File: src/clle_pkg.sv
`timescale 1ns / 1ps
`default_nettype none
// ----------------------------------------------------------------------------
// clle_pkg: shared types and microcode for the cursor linked list engine
// payload widths, request and status codes, control word, microcode rom
// ----------------------------------------------------------------------------
package clle_pkg;

    localparam int VAL_W  = 32;
    localparam int REQ_W  = 3;
    localparam int CNT_W  = 9;
    localparam int UPC_W  = 5;

    // request codes
    localparam logic [REQ_W-1:0] REQ_INSERT   = 3'd0;
    localparam logic [REQ_W-1:0] REQ_ERASE    = 3'd1;
    localparam logic [REQ_W-1:0] REQ_FORWARD  = 3'd2;
    localparam logic [REQ_W-1:0] REQ_BACKWARD = 3'd3;
    localparam logic [REQ_W-1:0] REQ_TO_HEAD  = 3'd4;
    localparam logic [REQ_W-1:0] REQ_TO_TAIL  = 3'd5;

    typedef enum logic [1:0] {
        STAT_OK    = 2'd0,
        STAT_END   = 2'd1,
        STAT_FULL  = 2'd2,
        STAT_EMPTY = 2'd3
    } stat_t;

    // datapath actions, one per control word
    typedef enum logic [4:0] {
        ACT_NONE,
        ACT_ALLOC,
        ACT_MID_A,
        ACT_MID_B,
        ACT_APPEND,
        ACT_PUSH,
        ACT_UNLINK,
        ACT_CLEAR,
        ACT_DROP_HEAD,
        ACT_DROP_TAIL,
        ACT_CUR_NEXT,
        ACT_CUR_PREV,
        ACT_CUR_HEAD,
        ACT_CUR_TAIL,
        ACT_ST_END,
        ACT_ST_FULL,
        ACT_ST_EMPTY,
        ACT_OUT
    } act_t;

    // jump conditions
    typedef enum logic [2:0] {
        C_NEVER,
        C_ALWAYS,
        C_FULL,
        C_EMPTY,
        C_CUR_HEAD,
        C_CUR_TAIL,
        C_HEAD_OR_EMPTY,
        C_TAIL_OR_EMPTY
    } cond_t;

    typedef logic [UPC_W-1:0] upc_t;

    typedef struct packed {
        act_t  act;
        cond_t cond;
        upc_t  target;
    } uword_t;

    typedef struct packed {
        logic full;
        logic empty;
        logic cur_head;
        logic cur_tail;
        logic out_free;
    } dp_flags_t;

    typedef struct packed {
        logic signed [VAL_W-1:0] cursor_value;
        logic                    list_empty;
        logic                    at_head;
        logic                    at_tail;
        logic [CNT_W-1:0]        element_count;
        stat_t                   op_status;
    } rsp_t;

    // microcode addresses
    localparam upc_t UA_INS_ALLOC  = 5'd0;
    localparam upc_t UA_INS_SPLIT  = 5'd1;
    localparam upc_t UA_INS_MID_A  = 5'd2;
    localparam upc_t UA_INS_MID_B  = 5'd3;
    localparam upc_t UA_INS_APPEND = 5'd4;
    localparam upc_t UA_ERS_PUSH   = 5'd5;
    localparam upc_t UA_ERS_LAST   = 5'd6;
    localparam upc_t UA_ERS_HEAD   = 5'd7;
    localparam upc_t UA_ERS_TAIL   = 5'd8;
    localparam upc_t UA_ERS_MID    = 5'd9;
    localparam upc_t UA_ERS_CLEAR  = 5'd10;
    localparam upc_t UA_ERS_DHEAD  = 5'd11;
    localparam upc_t UA_ERS_DTAIL  = 5'd12;
    localparam upc_t UA_FWD_CHECK  = 5'd13;
    localparam upc_t UA_FWD_MOVE   = 5'd14;
    localparam upc_t UA_BWD_CHECK  = 5'd15;
    localparam upc_t UA_BWD_MOVE   = 5'd16;
    localparam upc_t UA_GO_HEAD    = 5'd17;
    localparam upc_t UA_GO_TAIL    = 5'd18;
    localparam upc_t UA_REFUSE     = 5'd19;
    localparam upc_t UA_FULL       = 5'd20;
    localparam upc_t UA_ERS_EMPTY  = 5'd21;
    localparam upc_t UA_OUT        = 5'd22;

    // microcode rom
    function automatic uword_t ucode(input upc_t a);
        uword_t w;
        w = '{act: ACT_OUT, cond: C_NEVER, target: UA_OUT};
        unique case (a)
            UA_INS_ALLOC:  w = '{act: ACT_ALLOC,     cond: C_FULL,     target: UA_FULL};
            UA_INS_SPLIT:  w = '{act: ACT_NONE,      cond: C_CUR_TAIL, target: UA_INS_APPEND};
            UA_INS_MID_A:  w = '{act: ACT_MID_A,     cond: C_NEVER,    target: UA_OUT};
            UA_INS_MID_B:  w = '{act: ACT_MID_B,     cond: C_ALWAYS,   target: UA_OUT};
            UA_INS_APPEND: w = '{act: ACT_APPEND,    cond: C_ALWAYS,   target: UA_OUT};
            UA_ERS_PUSH:   w = '{act: ACT_PUSH,      cond: C_EMPTY,    target: UA_ERS_EMPTY};
            UA_ERS_LAST:   w = '{act: ACT_NONE,      cond: C_EMPTY,    target: UA_ERS_CLEAR};
            UA_ERS_HEAD:   w = '{act: ACT_NONE,      cond: C_CUR_HEAD, target: UA_ERS_DHEAD};
            UA_ERS_TAIL:   w = '{act: ACT_NONE,      cond: C_CUR_TAIL, target: UA_ERS_DTAIL};
            UA_ERS_MID:    w = '{act: ACT_UNLINK,    cond: C_ALWAYS,   target: UA_OUT};
            UA_ERS_CLEAR:  w = '{act: ACT_CLEAR,     cond: C_ALWAYS,   target: UA_OUT};
            UA_ERS_DHEAD:  w = '{act: ACT_DROP_HEAD, cond: C_ALWAYS,   target: UA_OUT};
            UA_ERS_DTAIL:  w = '{act: ACT_DROP_TAIL, cond: C_ALWAYS,   target: UA_OUT};
            UA_FWD_CHECK:  w = '{act: ACT_NONE,      cond: C_TAIL_OR_EMPTY, target: UA_REFUSE};
            UA_FWD_MOVE:   w = '{act: ACT_CUR_NEXT,  cond: C_ALWAYS,   target: UA_OUT};
            UA_BWD_CHECK:  w = '{act: ACT_NONE,      cond: C_HEAD_OR_EMPTY, target: UA_REFUSE};
            UA_BWD_MOVE:   w = '{act: ACT_CUR_PREV,  cond: C_ALWAYS,   target: UA_OUT};
            UA_GO_HEAD:    w = '{act: ACT_CUR_HEAD,  cond: C_ALWAYS,   target: UA_OUT};
            UA_GO_TAIL:    w = '{act: ACT_CUR_TAIL,  cond: C_ALWAYS,   target: UA_OUT};
            UA_REFUSE:     w = '{act: ACT_ST_END,    cond: C_ALWAYS,   target: UA_OUT};
            UA_FULL:       w = '{act: ACT_ST_FULL,   cond: C_ALWAYS,   target: UA_OUT};
            UA_ERS_EMPTY:  w = '{act: ACT_ST_EMPTY,  cond: C_ALWAYS,   target: UA_OUT};
            default:       w = '{act: ACT_OUT,       cond: C_NEVER,    target: UA_OUT};
        endcase
        return w;
    endfunction

    // dispatch table: first microcode step of each request
    function automatic upc_t entry_of(input logic [REQ_W-1:0] req);
        upc_t a;
        a = UA_OUT;
        unique case (req)
            REQ_INSERT:   a = UA_INS_ALLOC;
            REQ_ERASE:    a = UA_ERS_PUSH;
            REQ_FORWARD:  a = UA_FWD_CHECK;
            REQ_BACKWARD: a = UA_BWD_CHECK;
            REQ_TO_HEAD:  a = UA_GO_HEAD;
            REQ_TO_TAIL:  a = UA_GO_TAIL;
            default:      a = UA_OUT;
        endcase
        return a;
    endfunction

endpackage
`default_nettype wire

File: src/clle_useq.sv
`timescale 1ns / 1ps
`default_nettype none
// ----------------------------------------------------------------------------
// clle_useq: microcode sequencer
// step counter over the control rom, conditional jumps, request dispatch
// ----------------------------------------------------------------------------
module clle_useq (
    input  logic                          clk,
    input  logic                          rst_n,
    input  logic                          start,
    input  logic [clle_pkg::REQ_W-1:0]    req_type,
    input  clle_pkg::dp_flags_t           flags,
    output clle_pkg::act_t                act,
    output logic                          can_start
);
    import clle_pkg::*;

    logic   busy_reg;
    upc_t   upc_reg;
    uword_t word;
    logic   taken;

    always_comb
    begin
        word = ucode(upc_reg);
        unique case (word.cond)
            C_NEVER:         taken = 1'b0;
            C_ALWAYS:        taken = 1'b1;
            C_FULL:          taken = flags.full;
            C_EMPTY:         taken = flags.empty;
            C_CUR_HEAD:      taken = flags.cur_head;
            C_CUR_TAIL:      taken = flags.cur_tail;
            C_HEAD_OR_EMPTY: taken = flags.cur_head | flags.empty;
            C_TAIL_OR_EMPTY: taken = flags.cur_tail | flags.empty;
            default:         taken = 1'b0;
        endcase
        act       = busy_reg ? word.act : ACT_NONE;
        // next request may enter on the edge that hands off the result
        can_start = !busy_reg || (word.act == ACT_OUT && flags.out_free);
    end

    always_ff @(posedge clk or negedge rst_n)
    begin
        if (!rst_n)
        begin
            busy_reg <= 1'b0;
            upc_reg  <= UA_OUT;
        end
        else if (start)
        begin
            busy_reg <= 1'b1;
            upc_reg  <= entry_of(req_type);
        end
        else if (busy_reg)
        begin
            if (word.act == ACT_OUT)
            begin
                if (flags.out_free)
                begin
                    busy_reg <= 1'b0;
                end
            end
            else if (taken)
            begin
                upc_reg <= word.target;
            end
            else
            begin
                upc_reg <= upc_reg + 5'd1;
            end
        end
    end

endmodule
`default_nettype wire

File: config.mk
export PLATFORM = sky130hd
export DESIGN_NAME = clle_useq
export DESIGN_NICKNAME = d
export VERILOG_FILES = /design/src/clle_pkg.sv /design/src/clle_useq.sv
export SDC_FILE = /design/constraint.sdc
export NUM_CORES = 1
export LEC_CHECK = 0
export BUFFER_PORTS_ARGS = -buffer_cell sky130_fd_sc_hd__buf_2
export CAP_MARGIN = 0
export CORE_UTILIZATION = 35
export CTS_CLUSTER_SIZE = 10
export DETAILED_ROUTE_END_ITERATION = 7
export PLACE_DENSITY = 0.58
export SETUP_SLACK_MARGIN = 0.2
export SYNTH_ARGS = -nofsm -noshare
export SYNTH_HDL_FRONTEND = slang
export SYNTH_SLANG_ARGS = --single-unit
File: constraint.sdc
create_clock -name clk -period 6.85 [get_ports clk]
set_input_delay 0.3425 -clock clk [delete_from_list [all_inputs] [get_ports clk]]
set_output_delay 0.3425 -clock clk [all_outputs]
set_load 0.01 [all_outputs]
# Word-level counts from Yosys, hierarchy flattened
# Memories as Yosys holds them, arrays and structs flattened.
# Index checks and enable logic that the tools add are counted.
# classes
n_addsub	1
n_eq_ne	14
mux	11
bitwise	2
n_reduce_logical	7
# ops
cell	n
case mux 5 bit (6 select lines)	1
2-to-1 mux 5 bit	5
equality test 3 bit, second input constant	6
equality test 3 x 2 -> 1 bit, second input constant	4
case mux 1 bit (8 select lines)	1
equality test 3 x 1 -> 1 bit, second input constant	2
zero test 3 bit	2
adder 5 x 1 -> 5 bit, second input constant	1
equality test 5 bit, second input constant	1
2-to-1 mux 1 bit	4
inequality test 2 bit, second input constant	1
OR 1 bit	2
AND reduction 2 bit	1
nonzero test 2 bit	1
logical AND 1 bit	1
zero test 1 bit	1
logical OR 1 bit	1
# totals
regBits	6
rom_bits	416
inputBits	11
out_inout_bits	6
elab_cells	38
mem_count	1
# memory_table
name	words	width	read_ports	rd_ports_with_merged_regs	wr	line_no	text
(no name shown)	32	13	1	0	0	clle_pkg.sv:117	unique case (a)

# Longest topological paths before layout
# Gate-level depths: netlist of run 1.
# An unclocked memory read counts as a cell.
# logic_depth
ltp_word	7
mapped_depth	9
ltp_nobuf	8

# Least setup slack after synthesis of run 1
# OpenSTA, ideal clock, no wires.
# synth_timing
kind	reg-to-reg
startpoint	register upc_reg[0]
endpoint	register upc_reg[4]
setup_ps	80
t_arrival_ps	2556
setup_slack_ps	4214
stages_incl_launch_ff	10
synth_period_minus_slack_ps	2636
cell_sequence	dfrtp_1 -> buf_2 -> inv_1 -> ha_1 -> mux4_2 -> nand2_2 -> mux2_4 -> o32ai_4 -> mux2_4 -> o221ai_2
# synth_between
elab_chain_cells	7
elab_cells_between_ends	18
cone_classes	1 x add/sub; 9 x eq/ne; 5 x mux; 2 x reduce/logical; 1 x memory
# synth_lines
element	line_no	text
start, declared	clle_useq.sv:19	upc_t upc_reg;
start signal, assigned	clle_useq.sv:52	upc_reg <= entry_of(req_type);
start signal, assigned	clle_useq.sv:65	upc_reg <= word.target;
start signal, assigned	clle_useq.sv:69	upc_reg <= upc_reg + 5'd1;
memory read (32 x 13 bit)	--	
equality test 3 bit, or another cell as far along	clle_useq.sv:26	unique case (word.cond)
case mux 1 bit (8 select lines)	clle_useq.sv:26	
2-to-1 mux 5 bit	clle_useq.sv:63	else if (taken)
2-to-1 mux 5 bit	clle_useq.sv:56	if (word.act == ACT_OUT)
2-to-1 mux 5 bit	clle_useq.sv:54	else if (busy_reg)
2-to-1 mux 5 bit	clle_useq.sv:49	else if (start)
# Several ways; a longest one is shown, not always the timed one. The select of a mux whose other input is x is not followed.
# A chain may end at the register's enable or synchronous reset.

# Worst setup path in the final report of run 1
# layout_timing
startpoint	register upc_reg[0]
endpoint	output can_start
# layout_between
elab_chain_cells	4
# layout_lines
element	line_no	text
memory read (32 x 13 bit)	--	
equality test 5 bit	clle_useq.sv:39	can_start = !busy_reg || (word.act == ACT_OUT && flags.out_free);
logical AND 1 bit	clle_useq.sv:39	
logical OR 1 bit	clle_useq.sv:39	
end, declared	clle_useq.sv:14	output logic can_start
# No other way between the ends.

==> results by group, run 1 <==
CTS
  • Cts bufs inserted: 3
  • Clock sink count: 6
  • CTS root buf: clkbuf_4
  • CTS H-Tree Depth: 1
  • Clk_lat worst skew: 0.25 ns
  • Reg clk slew, reported paths: about 0.05 ns
  • Post-CTS Resized: 0
  • Clk buf depth: 2
  • Clock tree from TritonCTS: yes

Logic synthesis
  • Post-synth net total: 144
  • Synth area leaders: ha_1 (8.4%), dfstp_2 (7.5%), dfrtp_1 (7.2%)
  • Mapped Cells: 126
  • Simple-gate area share of the yosys netlist: 26.0%
  • Mux contribution to synthesized area: 15.1%
  • Synth Area in Compound Gates: 27.6%
  • Synth cell count leaders: nor2_1 (9), a21oi_1 (8), nand2_1 (8)
  • Largest area contributor in the netlist: ha_1
  • Yosys warns: 0
  • Post-Synthesis Mean Instance Area: between 8 and 9 um2
  • Cell Area, Synth: between 1000 and 1500 um2
  • Largest family of logic cells by synthesized area: compound AO/OA/AOI/OAI gates
  • #FFs+latches synth: 6
  • Top-count cell post-synth: nor2_1
  • Post-Synth Adder-Cell Area: a little under a tenth
  • EDFF count, synth: 0
  • Yosys cell types: between 50 and 60
  • Synth top area share: under 10%
  • Post-Synth XOR/XNOR Area: less than 1%
  • Async S/R FF share, synth: 100%
  • Seq/Total Area, Yosys: about 15%
  • Synth Flop Type: dfstp_2

Layout
  • Fin area: around 1200 um2
  • Diodes inserted: 0
  • Max reg flops: 5
  • Layout Area Growth over Synthesis: 11.4%
  • # nets final: roughly 160
  • Share of post-route cells with drive strength above 1: 27.3%
  • Area occupied by multi-input gates: 826 um2
  • Post-Route Utilization: between 40% and 50%
  • FF+latch area: 154 um2
  • # fillers: ~280

Hold path
  • Hold Path Class: input port to flop

Floorplanning
  • Initial Utilization: 37.3%
  • Die Area: 3210 um2
  • Core area: approximately 2800 um2
  • FP Rows: 19
  • Die width: between 50 and 60 um
  • Chip height: between 50 and 60 um
  • # IOs: 17

Critical path
  • Critical path data required time: 6.51 ns
  • Crit. End Element: output pin
  • Worst r2r dst: upc_reg[4]
  • Critical Path Start: upc_reg[0]
  • Worst r2r src: upc_reg[0]
  • Crit path max fanout: 13
  • CP Data Arrival Time: ~2.7 ns
  • Reg2reg path depth: 8
  • FF-to-FF setup slack: just under 4 ns
  • CP endpoint: can_start
  • Setup CP Type: flop to output pin
  • CP startpoint kind: flop

STA
  • Skew final: around 0.0024 ns
  • RSZ-0062 raised after global routing: false
  • F_max: 324 MHz
  • Rel. slew slack: about 47%
  • Final hold viol count: 0
  • Final period util: a little under half
  • Count of pins over their slew limit: 0
  • Fin Setup TNS: 0 ns
  • Fin crit period: approximately 3 ns
  • Actual slew at the worst max-slew pin: about 0.79 ns
  • Final setup viols: 0

Power and ir drop
  • Sw Pwr: around 0.35 mW
  • Switching share of power: about half
  • Cell Int Power: 0.335 mW
  • Reg power frac: a little under a fifth
  • Leakage Power: a little over 0.5 nW
  • Comb power frac: between 70% and 80%
  • Power Density: between 500 and 600 nW/um2
  • Clock power frac: under 10%
  • Max IR drop VDD: around 150 uV

Detailed routing
  • Initial DRT Pass Iterations: 6
  • Vias per inst: between 5 and 6
  • DR WL/cell: approximately 15 um
  • Post-route DRC: 2
  • Routed Antenna Nets: 0
  • WL final: 2540 um
  • Vias: between 900 and 1000
  • Initial DRC Count: 29

Global routing
  • Largest net degree at the start of global routing: 26
  • Gr usage total: between 15 and 20%
  • Initial antenna violation count: 0
  • Global-route wire length before repair: about 4300 um
  • Vias in the first global route: about 900
  • Overflow left after global routing: 0

Place
  • Placed wire-length estimate: about 1900 um
  • Final GP Congestion: 0.799
  • Placed cell areas: roughly 1100 um2
  • # port buffers: 16

Outcome
  • Status: finished with violations
  • Failing checks: design-rule violations

Job
  • Max-capacitance violation count: 0
-- power groups by stage --
| stage | clock network [mW] | registers, mW | logic [mW] |
|---|---|---|---|
| after floorplan | 0 | 0.0792 | 0.451 |
| after global placement | 0 | 0.128 | 0.511 |
| after detailed placement | 0 | 0.129 | 0.514 |
| after CTS | 0.0380 | 0.128 | 0.517 |
| after global routing | 0.0400 | 0.138 | 0.567 |
| final | 0.0371 | 0.129 | 0.515 |
-- metal layers --
metal / up-vias / track usage [%] / share of wire, %
met1: 464 / 24.3 / 47
li1: 490 / - / -
met5: - / 0 / 0
met3: 4 / 1.38 / 4.6
met2: 29 / 25.7 / 48
met4: 0 / 7.14 / 1.1
-- cell families (layout without fill, tap and decap cells) --
group,after synthesis,after routing
xor gates and xnor gates,1,1
DFF,6,6
buffers and inverters,15,28
and+or+nand+nor,48,48
adders and majority gates,8,8
muxes,12,12
AOI/OAI and AO/OA,36,36
-- critical path, cell delays in order, from the launching register on --
cell and delay (ns):
dfrtp_1 0.56, inv_1 0.18, ha_1 0.31, and2b_1 0.20
and2_1 0.19, o41ai_4 0.64, a21boi_1 0.26, buf_2 0.16
-- stage by stage --
step	setup slack, ns	power, mW	hold WS, ns	std cells
after floorplan	4.21	0.530	0.0469	126
after global placement	4.09	0.639	0.173	165
after detailed placement	4.00	0.643	0.175	165
after CTS	3.75	0.683	0.388	170
after global routing	3.55	0.745	0.422	170
final	3.77	0.681	0.387	170
-- cells in the final DEF (no fill, tap or decap), types with 2 or more instances in the layout --
cell	netlist	layout
nand2b_1	4	4
mux4_2	2	2
nor3b_1	2	2
o21ai_1	3	3
o22ai_1	2	2
and2_1	3	3
nor2b_1	5	5
nand3_1	2	2
mux2_4	2	2
a21oi_1	8	8
ha_1	7	7
dfrtp_1	3	3
nand2_1	8	8
inv_1	6	6
o21ai_0	5	5
dfstp_2	3	3
nand3b_1	4	4
or2_2	2	2
clkbuf_4	0	3
mux2i_1	6	6
and3_1	2	2
a31oi_1	2	2
nor2_1	9	9
buf_2	2	16
or3_1	2	2
a21boi_0	2	2
-- area by class of cell --
class / instances / area share [%]
multi-input combinational: 105 / 70.8
sequential: 6 / 13.2
timing repair buffer: 17 / 7.73
tap: 31 / 3.33
inverter: 7 / 2.68
clock buffer: 4 / 2.25
-- worst min path at each step --
stage          slack [ns]         from    endpoint  depth (start not counted)
2_1_floorplan        0.05        rst_n    busy_reg                          0
3_3_place_gp         0.17        rst_n    busy_reg                          1
3_5_place_dp         0.18        rst_n    busy_reg                          1
4_1_cts              0.39     flags[0]    busy_reg                          4
5_1_grt              0.42  req_type[2]  upc_reg[4]                          3
6_report             0.39     flags[0]    busy_reg                          4
-- timing repair --
item | CTS | global route
setup buffers | 0 | 0
hold buffers | 1 | 0
endpoints found under the hold margin | 3 | 0
No activity file was read; power rests on OpenSTA's default activity.
==> inputs of run 2 (changes only) <==
--- a/config.mk
+++ b/config.mk
@@ -10,7 +10,7 @@
 export CORE_UTILIZATION = 35
 export CTS_CLUSTER_SIZE = 10
 export DETAILED_ROUTE_END_ITERATION = 7
-export PLACE_DENSITY = 0.58
+export PLACE_DENSITY = 0.6
 export SETUP_SLACK_MARGIN = 0.2
 export SYNTH_ARGS = -nofsm -noshare
 export SYNTH_HDL_FRONTEND = slang
==> constraint.sdc (replaced) <==
create_clock -name clk -period 2.6 [get_ports clk]
set_input_delay 0.13 -clock clk [delete_from_list [all_inputs] [get_ports clk]]
set_output_delay 0.13 -clock clk [all_outputs]
set_load 0.01 [all_outputs]
==> run 2 against run 1 <==
Effect of this change:
- clock-buffer cell count did not move
- critical path type is now flop to flop
- via count rose by 6.2%
- routed wire length rose by 6.4%
- largest power group unchanged
- die area did not move
- the run still ends with design-rule violations left
==> results by group, run 2 (synthesis results as in run 1) <==
Floorplanning
  • Initial Utilization: 37.3% (unchanged)
  • Chip height: 56.7 um (unchanged)
  • FP Rows: 19 (unchanged)
  • Core area: 2810 um2 (unchanged)
  • Die width: 56.7 um (unchanged)
  • # IOs: 17 (unchanged)
  • Die Area: 3210 um2 (unchanged)

Critical path
  • Setup CP Type: flop to flop
  • CP endpoint: upc_reg[0]
  • FF-to-FF setup slack: 0.12 ns (-3.85 ns)
  • Critical Path Start: upc_reg[1]
  • Worst r2r dst: upc_reg[0]
  • Crit path max fanout: 4 (-9)
  • Worst r2r src: upc_reg[1]
  • CP Data Arrival Time: 2.60 ns (-0.14 ns)
  • CP startpoint kind: flop
  • Critical path data required time: 2.72 ns (-3.79 ns)
  • Crit. End Element: flop
  • Reg2reg path depth: 9 (+1)

STA
  • Final period util: a little over nine tenths
  • Count of pins over their slew limit: 0 (unchanged)
  • Actual slew at the worst max-slew pin: 0.447 ns (-0.342 ns)
  • Fin crit period: about 2.5 ns
  • Final setup viols: 0 (unchanged)
  • Final hold slack: 0.175 ns (-0.212 ns)
  • Final hold viol count: 0 (unchanged)
  • F_max: 404 MHz
  • Fin Setup TNS: 0 ns (unchanged)
  • Rel. slew slack: 70.1% (+23 points)
  • RSZ-0062 raised after global routing: true
  • Skew final: 0.00104 ns (-0.00132 ns)

Job
  • Max-capacitance violation count: 0 (unchanged)

CTS
  • CTS root buf: clkbuf_4
  • Clk_lat worst skew: 0.24 ns (about the same)
  • Clock tree from TritonCTS: yes
  • Reg clk slew, reported paths: 0.05 ns (about the same)
  • Cts bufs inserted: 3 (unchanged)
  • Clock sink count: 6 (unchanged)
  • CTS H-Tree Depth: 1 (unchanged)
  • Clk buf depth: 2 (unchanged)

Detailed routing
  • Vias per inst: 5.73 (-1.4%)
  • Routed Antenna Nets: 0 (unchanged)
  • Post-route DRC: 2 (unchanged)
  • Initial DRT Pass Iterations: 6 (unchanged)
  • Initial DRC Count: 41 (+41%)
  • DR WL/cell: 14.8 um (-1.2%)
  • Vias: 1048 (+6.2%)
  • WL final: 2710 um (+6.4%)

Outcome
  • Status: finished with violations
  • Failing checks: design-rule violations

Global routing
  • Largest net degree at the start of global routing: 15 (-42%)
  • Global-route wire length before repair: 4560 um (+6.3%)
  • Top Usage Layer GRT: met2
  • Gr usage total: 17.9% (+0.98 points)
  • Initial antenna violation count: 0 (unchanged)
  • Met2 usage: 30.6% (+4.9 points)
  • Met1 GRT Util: 23.7% (-0.64 points)
  • Overflow left after global routing: 0 (unchanged)
  • Vias in the first global route: 991 (+8.4%)
  • Met3 usage: 2.30% (+0.92 points)

Power and ir drop
  • Leakage Power: 0.571 nW (+13%)
  • Power Density: 1580 nW/um2 (+170%)
  • Max IR drop VDD: 409 uV (+170%)

Hold path
  • Worst hold start: flags[0]
  • Hold Path Class: input port to flop

Layout
  • Layout Area Growth over Synthesis: 24.6%
  • # fillers: 277 (-0.36%)
  • Share of post-route cells with drive strength above 1: 38.2% (+11 points)
  • Diodes inserted: 0 (unchanged)
  • # nets final: 171 (+8.2%)
  • FF+latch area: 155 um2 (+0.81%)
  • Max reg flops: 5 (unchanged)
  • Area occupied by multi-input gates: 860 um2 (+4.1%)
  • Commonest cells after routing, fill and taps aside: buf_2 (16), buf_4 (12), nor2_1 (9), a21oi_1 (8), nand2_1 (8)
  • Most common cell after layout, fill and taps aside: buf_2

Place
  • Placed wire-length estimate: 2060 um (+7.0%)
  • Final GP Congestion: 0.862 (+7.9%)
  • # port buffers: 16 (unchanged)
## run 2: through the flow
stage / instance area (um2) / util [%] / worst slack, ns / std cells / total power, mW
6_report: 1310 / 46.5 / 0.123 / 183 / 2.07
5_1_grt: 1310 / 46.5 / 0.0421 / 183 / 2.22
4_1_cts: 1300 / 46.4 / 0.133 / 183 / 2.05
3_5_place_dp: 1230 / 43.8 / 0.0688 / 176 / 1.87
3_3_place_gp: 1230 / 43.8 / 0.0913 / 176 / 1.86
2_1_floorplan: 1070 / - / 0.0395 / 126 / 1.44
## run 2: how the worst min path moves through the flow
stage                           to  slack (ns)  cells past startpoint
after floorplan           busy_reg       -0.17                      0
after global placement    busy_reg       -0.04                      1
after detailed placement  busy_reg       -0.04                      1
after CTS                 busy_reg        0.17                      4
after global routing      busy_reg        0.19                      4
final                     busy_reg        0.17                      4
## run 2: layout make-up
cell class,count,share of cell area [%]
Multi-Input combinational cell,105,65.9
Sequential cell,6,11.9
Clock buffer,4,2.01
Inverter,7,2.59
Tap cell,31,2.97
Timing Repair Buffer,30,14.7
## run 2: worst max-delay path: stages (launching register included)
cell and delay (ns):
dfstp_2 0.55, inv_4 0.05, ha_4 0.16, mux4_2 0.48, nand2_2 0.10, mux2_4 0.31, o32ai_4 0.26, buf_6 0.16
mux2i_1 0.20, a21oi_1 0.08
## run 2: routing by layer
layer / wire [um] / up-vias / share of wire, %
li1: - / 511 / -
met1: 1270 / 498 / 47
met2: 1330 / 37 / 49
met3: 96 / 2 / 3.5
met4: 14 / 0 / 0.52
met5: 0 / - / 0
## run 2: timing repair
item | 4_1_cts | 5_1_grt
gates resized for setup | 5 | 1
endpoints found under the hold margin | 6 | 0
buffers inserted | 2 | 0
pin swaps | 4 | 1
hold buffers | 1 | 0
setup endpoints to repair | 6 | 6
## run 2: power breakdown
group | total, mW | switching, mW | internal [mW]
Clock | 0.0951 | 0.0367 | 0.0583
Sequential | 0.260 | 0.102 | 0.158
Combinational | 1.71 | 0.856 | 0.857
Total | 2.07 | 0.994 | 1.07
==> inputs of run 3 (changes only) <==
--- a/config.mk
+++ b/config.mk
@@ -11,7 +11,6 @@
 export CTS_CLUSTER_SIZE = 10
 export DETAILED_ROUTE_END_ITERATION = 7
 export PLACE_DENSITY = 0.6
-export SETUP_SLACK_MARGIN = 0.2
 export SYNTH_ARGS = -nofsm -noshare
 export SYNTH_HDL_FRONTEND = slang
 export SYNTH_SLANG_ARGS = --single-unit
==> constraint.sdc (replaced) <==
create_clock -name clk -period 2.2 [get_ports clk]
set_input_delay 0.11 -clock clk [delete_from_list [all_inputs] [get_ports clk]]
set_output_delay 0.11 -clock clk [all_outputs]
set_load 0.01 [all_outputs]
==> run 3 against run 2 <==
Effect of this change:
- the flow finishes with violations (design-rule violations, negative setup slack)
- flip-flop and latch count unchanged
- design area rose by 16%
- first-iteration DRC count fell by 34%
- maximum frequency about the same
- utilization is 7.5 points higher
- power increased by 43%
- clock skew increased by 0.0020 ns
- routed wire length rose by 14%
- largest power group unchanged
- sequential power increased by 2%
- critical path type unchanged
- combinational power is 51% higher
- via count is 8.2% higher
- hold slack better by 0.018 ns
==> results by group, run 3 (synthesis results as in run 1) <==
STA
  • Actual slew at the worst max-slew pin: 0.398 ns (-0.0497 ns)
  • RSZ-0062 raised after global routing: true
  • Final hold viol count: 0 (unchanged)
  • Fin crit period: 2.48 ns (-0.00138 ns)
  • Final setup viols: 7 (+7)
  • Final period util: 113% (+17 points)
  • Fin worst setup slack: -0.275 ns (-0.399 ns)
  • F_max: 404 MHz (about the same)
  • Skew final: 0.00301 ns (+0.00197 ns)
  • Count of pins over their slew limit: 0 (unchanged)
  • Rel. slew slack: 73.5% (+3.4 points)

Detailed routing
  • DR WL/cell: 15.5 um (+4.6%)
  • WL final: 3090 um (+14%)
  • Initial DRT Pass Iterations: 6 (unchanged)
  • Post-route DRC: 2 (unchanged)
  • Routed Antenna Nets: 0 (unchanged)
  • Vias per inst: 5.67 (-0.99%)
  • Initial DRC Count: 27 (-34%)
  • Vias: 1134 (+8.2%)

Global routing
  • Largest net degree at the start of global routing: 25 (+10)
  • Global-route wire length before repair: 5060 um (+11%)
  • Gr usage total: 19.5% (+1.6 points)
  • Overflow left after global routing: 0 (unchanged)
  • Vias in the first global route: 1127 (+14%)
  • Initial antenna violation count: 0 (unchanged)

Critical path
  • CP startpoint kind: flop
  • Delay-heaviest family, CP: multiplexers
  • Setup CP Type: flop to flop
  • Slowest cell on the critical path: dfstp_2
  • Critical path data required time: 2.36 ns (-0.36 ns)
  • Crit. End Element: flop
  • Worst Path Buf+Inv: 2 (unchanged)
  • Crit path largest cell delay: 0.55 ns (about the same)
  • Worst path cell trace: inv_4 > ha_4 > mux4_2 > nand2_2 > mux2_4 > o32ai_4 > buf_6 > mux2i_1 > o211ai_2
  • FF-to-FF setup slack: -0.28 ns (-0.40 ns)
  • Crit path max fanout: 4 (unchanged)
  • CP Data Arrival Time: 2.63 ns (+0.03 ns)

Power and ir drop
  • Power Density: 1950 nW/um2 (+23%)
  • Leakage Power: 0.680 nW (+19%)
  • Clock power frac: 3.6% (-1.0 points)
  • Sw Pwr: 1.33 mW (+34%)
  • Max IR drop VDD: 618 uV (+51%)
  • Reg power frac: 9.0% (-3.6 points)
  • Cell Int Power: 1.62 mW (+51%)
  • Switching share of power: 45.2% (-3.0 points)
  • Comb power frac: 87.4% (+4.6 points)

CTS
  • Cts bufs inserted: 3 (unchanged)
  • Reg clk slew, reported paths: 0.05 ns (about the same)
  • Clock sink count: 6 (unchanged)
  • CTS H-Tree Depth: 1 (unchanged)
  • Clock tree from TritonCTS: yes
  • CTS root buf: clkbuf_4
  • Clk_lat worst skew: 0.24 ns (about the same)
  • Clk buf depth: 2 (unchanged)

Layout
  • # nets final: 188 (+9.9%)
  • Share of post-route cells with drive strength above 1: 49.7% (+12 points)
  • Max reg flops: 5 (unchanged)
  • Commonest cells after routing, fill and taps aside: buf_4 (26), buf_2 (15), nor2_1 (9), nand2_1 (8), mux2i_1 (6)
  • # fillers: 240 (-13%)
  • Most common cell after layout, fill and taps aside: buf_4
  • Post-Route Utilization: 54.0% (+7.5 points)
  • Diodes inserted: 0 (unchanged)
  • Layout Area Growth over Synthesis: 44.7%

Place
  • Final GP Congestion: 0.848 (-1.6%)
  • # port buffers: 16 (unchanged)
  • Placed wire-length estimate: 2190 um (+5.9%)
  • Placement Setup Slack: -0.342 ns (-0.411 ns)

Floorplanning
  • FP Rows: 19 (unchanged)
  • Initial Utilization: 37.3% (unchanged)
  • Die Area: 3210 um2 (unchanged)
  • # IOs: 17 (unchanged)
  • Core area: 2810 um2 (unchanged)
  • Die width: 56.7 um (unchanged)
  • Chip height: 56.7 um (unchanged)

Job
  • Max-capacitance violation count: 0 (unchanged)

Hold path
  • Hold Path Class: input port to flop

Outcome
  • Status: finished with violations
  • Failing checks: design-rule violations, negative setup slack
==> run 3: cell type report <==
class / instances / area, um2 / share of cell area, %
multi-input cells: 105 / 916 / 60.4
repair buffers: 47 / 345 / 22.8
inverters: 7 / 33.8 / 2.23
clock buffers: 4 / 26.3 / 1.73
well taps: 31 / 38.8 / 2.56
flip-flops and latches: 6 / 155 / 10.2
==> run 3: metal layers <==
layer | up-vias | GRT usage [%] | part of all wire [%] | routed length [um]
met4 | 0 | 2.86 | 1.3 | 40
met1 | 562 | 26.2 | 45 | 1390
li1 | 544 | - | - | -
met2 | 24 | 35.2 | 51 | 1580
met3 | 4 | 0.691 | 2.8 | 86
met5 | - | 0 | 0 | 0
==> run 3: per-stage QoR <==
step | total power [mW] | instances | cell area [um2] | hold WS, ns | TNS (ns)
finish | 2.95 | 200 | 1520 | 0.193 | -1.36
detailed placement | 2.39 | 187 | 1320 | -0.0605 | -1.56
global route | 3.14 | 200 | 1520 | 0.231 | -1.90
CTS | 2.80 | 199 | 1470 | 0.187 | -1.43
global placement | 2.36 | 187 | 1320 | -0.0594 | -1.33
floorplan | 1.70 | 126 | 1070 | -0.186 | -1.29
==> run 3: worst reg2reg max path, cell delays in order (launching register included) <==
cell and delay, ns:
dfstp_2 0.55, inv_4 0.06, ha_4 0.15, mux4_2 0.49
nand2_2 0.11, mux2_4 0.31, o32ai_4 0.26, buf_6 0.17
mux2i_1 0.21, o211ai_2 0.10
==> run 3: timing repair <==
| item | in CTS | in global routing |
|---|---|---|
| pin swaps | 5 | 6 |
| gates resized for setup | 14 | 9 |
| hold buffers | 1 | 0 |
| setup endpoints to repair | 7 | 10 |
| buffers inserted | 7 | 3 |
| endpoints found under the hold margin | 6 | 0 |
==> run 3: path summary, 6_finish.rpt <==
path	start	to	depth (start not counted)
worst min register to register	upc_reg[2]	upc_reg[2]	3
worst max-delay path	upc_reg[1]	upc_reg[2]	9
min in group asynchronous	rst_n	busy_reg	2
max in group asynchronous	rst_n	upc_reg[1]	2
worst min-delay path	req_type[2]	upc_reg[4]	3
worst max register to register	upc_reg[1]	upc_reg[2]	9
==> run 3: power groups by stage <==
stage / Combinational, mW / Sequential (mW) / Clock, mW
after global routing: 2.75 / 0.272 / 0.117
after global placement: 2.11 / 0.251 / 0
final: 2.58 / 0.266 / 0.108
after detailed placement: 2.13 / 0.253 / 0
after CTS: 2.42 / 0.264 / 0.112
after floorplan: 1.45 / 0.251 / 0
